===== src/sv/srr_pkg.sv =====
// Shared types and constants for the selective-repeat receiver.
package srr_pkg;

	typedef struct packed {
		logic wr;
		logic rd;
	} slot_ctl_t;

	localparam logic       KIND_DELIVER = 1'b0;
	localparam logic       KIND_ACK     = 1'b1;
	localparam int         WIN_W        = 3;
	localparam logic [2:0] WIN_RESET    = 3'd4;
	localparam int         WIN_CAP      = 4;

endpackage


===== src/sv/selective_repeat_receiver.sv =====
// Selective-repeat ARQ receiver top level with window sequencer and result register.
// A packet is accepted, then classified and stored; each in-order word (at most the
// window size) takes a slot read and a result load, a last walk step ends the run, then
// the acknowledgement. Off the window base a packet skips to the acknowledgement; a
// dropped one returns to idle. Results may stall; the input stalls meanwhile. Reset
// clears the window base, filled bits and result valid flag; the window size resets to 4.
module selective_repeat_receiver #(
	parameter int SEQ_BITS      = 3,
	parameter int PAYLOAD_WIDTH = 32
) (
	input  logic                     clk,
	input  logic                     arst_n,
	input  logic                     cfg_valid,
	output logic                     cfg_ready,
	input  logic [2:0]               cfg_data,
	input  logic                     pkt_valid,
	output logic                     pkt_stall,
	input  logic [SEQ_BITS-1:0]      seq_num,
	input  logic                     checksum_ok,
	input  logic [PAYLOAD_WIDTH-1:0] payload,
	output logic                     res_valid,
	input  logic                     res_stall,
	output logic                     kind,
	output logic [PAYLOAD_WIDTH-1:0] deliver_data,
	output logic [SEQ_BITS-1:0]      ack_num,
	output logic                     last
);

	localparam int HALF    = 1 << (SEQ_BITS - 1);
	localparam int WIN_LIM = (HALF < srr_pkg::WIN_CAP) ? HALF : srr_pkg::WIN_CAP;
	localparam int CMP_W   = (SEQ_BITS > srr_pkg::WIN_W) ? SEQ_BITS : srr_pkg::WIN_W;

	localparam logic [2:0] S_IDLE  = 3'd0;
	localparam logic [2:0] S_CHECK = 3'd1;
	localparam logic [2:0] S_WALK  = 3'd2;
	localparam logic [2:0] S_DLV   = 3'd3;
	localparam logic [2:0] S_ACK   = 3'd4;

	logic [2:0]               state_q;
	logic [2:0]               win_q;
	logic [SEQ_BITS-1:0]      base_q;
	logic [2:0]               cnt_q;
	logic [SEQ_BITS-1:0]      seq_q;
	logic                     ok_q;
	logic [PAYLOAD_WIDTH-1:0] data_q;

	logic                     res_valid_q;
	logic                     kind_q;
	logic [PAYLOAD_WIDTH-1:0] deliver_data_q;
	logic [SEQ_BITS-1:0]      ack_num_q;
	logic                     last_q;

	logic [2:0]               w_eff;
	logic [SEQ_BITS-1:0]      off;
	logic [SEQ_BITS-1:0]      prev_base;
	logic [SEQ_BITS-1:0]      prev_off;
	logic                     in_win;
	logic                     in_prev;
	logic                     pkt_take;
	logic                     out_free;
	logic                     walk_go;
	logic                     load_dlv;
	logic                     load_ack;
	srr_pkg::slot_ctl_t       slot_ctl;
	logic [PAYLOAD_WIDTH-1:0] slot_rd_data;
	logic                     slot_rd_filled;

	always_comb begin
		if (win_q == 3'd0) begin
			w_eff = 3'd1;
		end else if (win_q > 3'(WIN_LIM)) begin
			w_eff = 3'(WIN_LIM);
		end else begin
			w_eff = win_q;
		end
	end

	assign off       = seq_q - base_q;
	assign prev_base = base_q - SEQ_BITS'(w_eff);
	assign prev_off  = seq_q - prev_base;
	assign in_win    = CMP_W'(off) < CMP_W'(w_eff);
	assign in_prev   = CMP_W'(prev_off) < CMP_W'(w_eff);

	assign pkt_stall = (state_q != S_IDLE);
	assign pkt_take  = pkt_valid && !pkt_stall;
	assign out_free  = !res_valid_q || !res_stall;
	assign walk_go   = (cnt_q < w_eff) && slot_rd_filled;
	assign load_dlv  = (state_q == S_DLV) && out_free;
	assign load_ack  = (state_q == S_ACK) && out_free;

	always_comb begin
		slot_ctl.wr = (state_q == S_CHECK) && ok_q && in_win;
		slot_ctl.rd = (state_q == S_WALK) && walk_go;
	end

	srr_slots #(
		.ADDR_W (SEQ_BITS),
		.DATA_W (PAYLOAD_WIDTH)
	) u_slots (
		.clk       (clk),
		.arst_n    (arst_n),
		.ctl       (slot_ctl),
		.wr_addr   (seq_q),
		.wr_data   (data_q),
		.rd_addr   (base_q),
		.rd_data   (slot_rd_data),
		.rd_filled (slot_rd_filled)
	);

	assign cfg_ready = 1'b1;

	always_ff @(posedge clk or negedge arst_n) begin
		if (!arst_n) begin
			win_q <= srr_pkg::WIN_RESET;
		end else if (cfg_valid && cfg_ready) begin
			win_q <= cfg_data;
		end
	end

	always_ff @(posedge clk) begin
		if (pkt_take) begin
			seq_q  <= seq_num;
			ok_q   <= checksum_ok;
			data_q <= payload;
		end
	end

	always_ff @(posedge clk or negedge arst_n) begin
		if (!arst_n) begin
			state_q <= S_IDLE;
			base_q  <= '0;
			cnt_q   <= '0;
		end else begin
			case (state_q)
				S_IDLE: begin
					if (pkt_take) begin
						state_q <= S_CHECK;
					end
				end
				S_CHECK: begin
					cnt_q <= '0;
					if (!ok_q) begin
						state_q <= S_IDLE;
					end else if (in_win) begin
						state_q <= (seq_q == base_q) ? S_WALK : S_ACK;
					end else if (in_prev) begin
						state_q <= S_ACK;
					end else begin
						state_q <= S_IDLE;
					end
				end
				S_WALK: begin
					if (walk_go) begin
						base_q  <= base_q + SEQ_BITS'(1);
						cnt_q   <= cnt_q + 3'd1;
						state_q <= S_DLV;
					end else begin
						state_q <= S_ACK;
					end
				end
				S_DLV: begin
					if (out_free) begin
						state_q <= S_WALK;
					end
				end
				S_ACK: begin
					if (out_free) begin
						state_q <= S_IDLE;
					end
				end
				default: begin
					state_q <= S_IDLE;
				end
			endcase
		end
	end

	always_ff @(posedge clk or negedge arst_n) begin
		if (!arst_n) begin
			res_valid_q <= 1'b0;
		end else if (load_dlv || load_ack) begin
			res_valid_q <= 1'b1;
		end else if (!res_stall) begin
			res_valid_q <= 1'b0;
		end
	end

	always_ff @(posedge clk) begin
		if (load_dlv) begin
			kind_q         <= srr_pkg::KIND_DELIVER;
			deliver_data_q <= slot_rd_data;
			ack_num_q      <= '0;
			last_q         <= 1'b0;
		end else if (load_ack) begin
			kind_q         <= srr_pkg::KIND_ACK;
			deliver_data_q <= '0;
			ack_num_q      <= seq_q;
			last_q         <= 1'b1;
		end
	end

	assign res_valid    = res_valid_q;
	assign kind         = kind_q;
	assign deliver_data = deliver_data_q;
	assign ack_num      = ack_num_q;
	assign last         = last_q;

	a_cnt_bound: assert property (@(posedge clk) disable iff (!arst_n)
		(state_q == S_WALK || state_q == S_DLV) |-> (cnt_q <= w_eff))
		else $error("delivery count exceeds the window");

	a_ack_last: assert property (@(posedge clk) disable iff (!arst_n)
		res_valid && (kind == srr_pkg::KIND_ACK) |-> last)
		else $error("acknowledgement without last");

	a_dlv_form: assert property (@(posedge clk) disable iff (!arst_n)
		res_valid && (kind == srr_pkg::KIND_DELIVER) |-> (!last && ack_num == '0))
		else $error("malformed delivery word");

	a_walk_adv: assert property (@(posedge clk) disable iff (!arst_n)
		slot_ctl.rd |=> (base_q == $past(base_q) + SEQ_BITS'(1)) && (state_q == S_DLV))
		else $error("window base did not advance on delivery");

endmodule


===== src/sv/srr_slots.sv =====
// Receive slot store: payload memory with registered read and per-slot filled bits.
module srr_slots #(
	parameter int ADDR_W = 3,
	parameter int DATA_W = 32
) (
	input  logic                 clk,
	input  logic                 arst_n,
	input  srr_pkg::slot_ctl_t   ctl,
	input  logic [ADDR_W-1:0]    wr_addr,
	input  logic [DATA_W-1:0]    wr_data,
	input  logic [ADDR_W-1:0]    rd_addr,
	output logic [DATA_W-1:0]    rd_data,
	output logic                 rd_filled
);

	localparam int DEPTH = 1 << ADDR_W;

	logic [DATA_W-1:0] mem [DEPTH];
	logic [DEPTH-1:0]  filled_q;
	logic [DATA_W-1:0] rd_data_q;

	always_ff @(posedge clk) begin
		if (ctl.wr) begin
			mem[wr_addr] <= wr_data;
		end
		if (ctl.rd) begin
			rd_data_q <= mem[rd_addr];
		end
	end

	always_ff @(posedge clk or negedge arst_n) begin
		if (!arst_n) begin
			filled_q <= '0;
		end else begin
			if (ctl.rd) begin
				filled_q[rd_addr] <= 1'b0;
			end
			if (ctl.wr) begin
				filled_q[wr_addr] <= 1'b1;
			end
		end
	end

	assign rd_data   = rd_data_q;
	assign rd_filled = filled_q[rd_addr];

endmodule

===== config.mk =====
export PLATFORM = sky130hd
export DESIGN_NAME = selective_repeat_receiver
export DESIGN_NICKNAME = d
export VERILOG_FILES = /design/src/sv/srr_pkg.sv /design/src/sv/selective_repeat_receiver.sv /design/src/sv/srr_slots.sv
export SDC_FILE = /design/constraint.sdc
export NUM_CORES = 1
export LEC_CHECK = 0
export BUFFER_PORTS_ARGS = -buffer_cell sky130_fd_sc_hd__clkbuf_2
export CORE_UTILIZATION = 40
export CTS_CLUSTER_DIAMETER = 100
export DETAILED_ROUTE_END_ITERATION = 7
export PLACE_DENSITY_LB_ADDON = 0.12
export SETUP_SLACK_MARGIN = 0.1
export SLEW_MARGIN = 20
export SYNTH_ARGS = -nofsm -noshare
export SYNTH_HDL_FRONTEND = slang
export SYNTH_SLANG_ARGS = --single-unit
export TNS_END_PERCENT = 100

===== constraint.sdc =====
create_clock -name clk -period 4.25 [get_ports clk]
set_input_delay 0.85 -clock clk [delete_from_list [all_inputs] [get_ports clk]]
set_output_delay 0.85 -clock clk [all_outputs]
set_load 0.01 [all_outputs]

==> results.txt <==
----------------------------------------------------
[Status]
  Result of the run ... finished, violations left
  Failing checks ... design-rule violations

[Placement]
  Total half-perimeter wirelength after legalization and detailed placement ... about 17 mm
  Area post-placement ... roughly 16000 um2
  Buffers on Ports ... 82
  Worst-case setup slack after placement ... around 0.87 ns
  Placer's final routability congestion estimate ... just over 0.8

[Floorplan]
  Std-Cell Core Area ... 35700 um2
  Top-level port count ... 84
  Effective utilization at floorplan ... between 40% and 50%
  # rows ... about 70
  Overall die height ... approximately 190 um
  Die extent in x ... 192 um
  Die footprint ... 37000 um2

[Timing]
  Setup repair after global routing missed its margin ... no
  Pin slew with the least headroom to its limit ... roughly 1.1 ns
  Total negative slack ... 0 ns
  Count of pins over their slew limit ... 0
  Number of endpoints failing setup at the final stage ... 0
  Final count of hold timing violations ... 0
  Final period util ... approximately four fifths
  Achievable frequency ... approximately 300 MHz
  Post-route setup slack ... between 0.8 and 0.9 ns
  Fin Clk Skew ... 0.0111 ns
  Clock period minus final worst setup slack ... between 3 and 4 ns
  Max-Slew Margin vs Limit ... roughly 29%

[Critical path]
  RR Startpoint ... base_q[0]$_DFFE_PN0P_
  WS Path Type ... flop to flop
  Delay-heaviest family, CP ... adder cells
  Top cell by count, worst path ... sky130_fd_sc_hd__ha_1
  Worst EP arrival ... between 3 and 4 ns
  R2r endpoint ... u_slots.mem[0][24]$_DFFE_PP_
  Source of the critical timing path ... base_q[0]$_DFFE_PN0P_
  Buffers and inverters on the worst path ... 2
  Type of element launching the critical path ... flop
  Worst setup slack for register-to-register paths ... 0.89 ns
  CP Capture Type ... flop
  Data required time at the worst endpoint ... around 4.4 ns
  CP max stage cell ... sky130_fd_sc_hd__or3_1
  Reg2Reg Depth ... 9
  Delay of the slowest critical-path stage ... ~0.62 ns
  Critical Path, Cell by Cell ... ha_1, fa_1, inv_1, ha_1, o21ai_0, a41oi_1, or3_1, nor2_4, buf_4
  Critical path fanouts, max ... 32

[Global routing]
  Met3 routing resource usage after global routing ... 2.73%
  Via count of the first global-routing pass ... roughly 7600
  GR Layer Usage met1 ... 21.1%
  Initial antenna violation count ... 0
  Aggregate global routing overflow ... 0
  Grt met2 use ... between 20% and 30%
  Wire length of the first global-routing pass ... 44.5 mm
  Largest net degree at the start of global routing ... 73
  Global route hottest layer ... met2
  Overall routing resource usage ... roughly 16%

[Clock network]
  Num CTS Buffers ... 40
  Clock sink total ... about 380
  # resized after CTS ... 0
  Post-CTS Hold Buffers ... 0
  Htree depth ... 2
  TritonCTS clock tree ... built
  Setup repair bufs after CTS ... 0
  Worst skew pair latency ... 0.52 ns
  Worst-case clock buffer depth ... 3
  Clock Tree Root ... sky130_fd_sc_hd__clkbuf_16
  Clk slew on worst S/H paths ... 0.06 ns

[Layout]
  Fraction of layout instances using a drive strength above 1 ... a little over a quarter
  Net total in the final layout ... between 900 and 1000
  Layout overhead on the synthesized area ... 15.6%
  Finished Core Util ... 47.0%
  # diodes ... 0
  Post-layout instance area ... around 17000 um2

[Route]
  Length of the first detailed-routing pass in iterations ... 7
  Routed wire length ... around 29 mm
  Ratio of routed vias to standard cells ... 5.19
  Post-DRT Antenna Nets ... 0
  Number of vias after detailed routing ... roughly 7000
  Detailed Route Iter0 Violations ... around 450
  Average wire per standard cell ... around 21 um
  Remaining routing DRC violations ... 12

[Logic synthesis]
  Dominant cells by area after synthesis ... sky130_fd_sc_hd__edfxtp_1 74%, sky130_fd_sc_hd__mux4_2 9.9%, sky130_fd_sc_hd__dfrtp_1 3.5%, sky130_fd_sc_hd__nand2_1 2.8%, sky130_fd_sc_hd__and2_1 1.4%
  Net count after synthesis ... a little over 800
  Flip-flop and latch count after synthesis ... 381
  Area fraction of the dominant cell type after synthesis ... between 70% and 80%
  Sequential fraction of the synthesis area ... a little under 80%
  Cell accounting for the most synthesized area ... sky130_fd_sc_hd__edfxtp_1
  Number of warnings printed during yosys synthesis ... 0
  Count of different cell masters after synthesis ... 49
  Synthesized netlist cell count ... between 700 and 800
  Post-synthesis average cell area ... about 19 um2
  Post-Synthesis Cell Area ... 14500 um2

[Run]
  MaxCap Viol Count ... 0

[Pwr]
  Cell Int Power ... about 7 mW
  P_leak ... between 5 and 6 nW
  Fraction of power consumed by the clock network ... between 30% and 40%
  NetSw ... 2.36 mW
  Switching Share ... between 20 and 30%
  Part of the total power dissipated in sequential elements ... between 50 and 60%
  Gate power share ... between 10% and 20%
  Max rail drop VDD ... about 0.25 mV
  Power density over the cells ... between 500 and 600 nW/um2

[Min path]
  Path type of the worst min-delay path ... input port to asynchronous set/reset pin

----------------------------------------------------
[per-layer routing]
| layer | part of all wire (%) | routed length, um |
|---|---|---|
| met3 | 3.9 | 1140 |
| met4 | 1.9 | 562 |
| met1 | 44 | 12700 |
| met2 | 50 | 14600 |
| met5 | 0 | 0 |
[registers in the layout, summed over array words and instances, names as in the netlist, 8 cells and up]
register          count
u_slots.rd_data      32
u_slots.mem         256
data_q               32
u_slots.filled_q      8
deliver_data         32
[cell usage after synthesis, drive strengths merged]
cell type and instances:
edfxtp 356, nand2 110, mux4 64, and2 32
nor2 25, dfrtp 20, clkbuf 18, buf 17
inv 15, o21ai 13, ha 11, o41ai 9
a21oi 7, nand3 6, xnor2 6, or3 5
dfxtp 4, mux2 4, mux2i 4, fa 3
nand4 3, nor3 3, a31o 2, a31oi 2
and3 2, nand2b 2, nand3b 2, o211ai 2
o22ai 2, or2 2, xor2 2, a221oi 1
a32oi 1, a41oi 1, clkinv 1, conb 1
dfstp 1, nor2b 1, o31ai 1, o32a 1
[cell type report]
class                   instances  area (um2)
flip-flops and latches        381       11300
fillers                      3040       18900
repair buffers                 97         536
clock inverters                21         154
well taps                     461         577
multi-input cells             330        3050
inverters                      16        60.1
clock buffers                  50        1080
[power groups by stage]
stage               Sequential (mW)  Combinational [mW]  Clock, mW
floorplan                      4.81               0.931          0
global placement               4.89                1.30          0
detailed placement             4.91                1.33          0
CTS                            4.83                1.33       3.36
global route                   4.86                1.45       3.49
finish                         4.82                1.30       3.27
[worst max-delay path by stage]
| stage | endpoint | cells past startpoint |
|---|---|---|
| after floorplan | u_slots.mem[0][0]$_DFFE_PP_ | 9 |
| after global placement | u_slots.mem[0][0]$_DFFE_PP_ | 9 |
| after detailed placement | u_slots.rd_data[20]$_DFFE_PP_ | 6 |
| after CTS | u_slots.rd_data[20]$_DFFE_PP_ | 6 |
| after global routing | state_q[2]$_DFFE_PN0P_ | 11 |
| final | u_slots.mem[0][24]$_DFFE_PP_ | 9 |
[through the flow]
| stage | instances | power, mW | hold slack [ns] |
|---|---|---|---|
| finish | 1356 | 9.38 | 0.331 |
| global route | 1356 | 9.80 | 0.358 |
| CTS | 1356 | 9.53 | 0.321 |
| detailed placement | 1285 | 6.24 | 0.467 |
| global placement | 1285 | 6.19 | 0.449 |
| floorplan | 762 | 5.75 | 0.463 |
[worst register-to-register path, delay by kind of cell, from the launching register on]
family          cells  cell delay, ns
flops               1            0.47
compound gates      2            0.25
buf+inv             2            0.51
simple gates        2            0.79
fa+ha+maj           3            0.95
[placed cells by master, fill, tap and decap left out, types with 2 or more instances in the layout]
| cell | netlist | routed |
|---|---|---|
| sky130_fd_sc_hd__o41ai_1 | 9 | 9 |
| sky130_fd_sc_hd__clkbuf_2 | 0 | 82 |
| sky130_fd_sc_hd__buf_4 | 2 | 14 |
| sky130_fd_sc_hd__nand3_1 | 6 | 6 |
| sky130_fd_sc_hd__clkinv_2 | 0 | 2 |
| sky130_fd_sc_hd__o22ai_1 | 2 | 2 |
| sky130_fd_sc_hd__xnor2_1 | 6 | 6 |
| sky130_fd_sc_hd__xor2_1 | 2 | 2 |
| sky130_fd_sc_hd__nor2_1 | 24 | 16 |
| sky130_fd_sc_hd__clkinv_1 | 1 | 15 |
| sky130_fd_sc_hd__dfrtp_4 | 0 | 2 |
| sky130_fd_sc_hd__inv_1 | 14 | 14 |
| sky130_fd_sc_hd__a31oi_1 | 2 | 2 |
| sky130_fd_sc_hd__o211ai_1 | 2 | 2 |
| sky130_fd_sc_hd__mux4_2 | 64 | 64 |
| sky130_fd_sc_hd__nand4_1 | 2 | 2 |
| sky130_fd_sc_hd__dfrtp_1 | 20 | 17 |
| sky130_fd_sc_hd__clkinvlp_4 | 0 | 2 |
| sky130_fd_sc_hd__nor3_1 | 3 | 3 |
| sky130_fd_sc_hd__clkbuf_16 | 0 | 42 |
| sky130_fd_sc_hd__o21ai_1 | 8 | 8 |
| sky130_fd_sc_hd__a21oi_1 | 7 | 7 |
| sky130_fd_sc_hd__nand2b_1 | 2 | 2 |
| sky130_fd_sc_hd__mux2_2 | 3 | 3 |
| sky130_fd_sc_hd__ha_1 | 11 | 11 |
| sky130_fd_sc_hd__bufinv_16 | 0 | 2 |
| sky130_fd_sc_hd__or2_1 | 2 | 2 |
| sky130_fd_sc_hd__nor2_4 | 0 | 9 |
| sky130_fd_sc_hd__clkbuf_1 | 18 | 8 |
| sky130_fd_sc_hd__o21ai_0 | 5 | 5 |
| sky130_fd_sc_hd__or3_1 | 5 | 5 |
| sky130_fd_sc_hd__fa_1 | 3 | 3 |
| sky130_fd_sc_hd__nand3b_1 | 2 | 2 |
| sky130_fd_sc_hd__and2_1 | 32 | 32 |
| sky130_fd_sc_hd__nand2_1 | 110 | 109 |
| sky130_fd_sc_hd__edfxtp_1 | 356 | 356 |
| sky130_fd_sc_hd__mux2i_1 | 4 | 4 |
| sky130_fd_sc_hd__dfxtp_1 | 4 | 4 |
[cells by family (layout without fill, tap and decap cells)]
| kind of cell | after synthesis | in the layout | share of synthesized area [%] |
|---|---|---|---|
| xor gates and xnor gates | 8 | 8 | 0.483 |
| AOI/OAI and AO/OA | 42 | 42 | 2.03 |
| other | 1 | 1 | 0.0259 |
| DFF | 381 | 381 | 77.9 |
| buffers and inverters | 51 | 184 | 1.57 |
| and+or+nand+nor | 193 | 193 | 6.06 |
| muxes | 72 | 72 | 10.6 |
| adders and majority gates | 14 | 14 | 1.36 |
(Power assumes the default switching activity.)
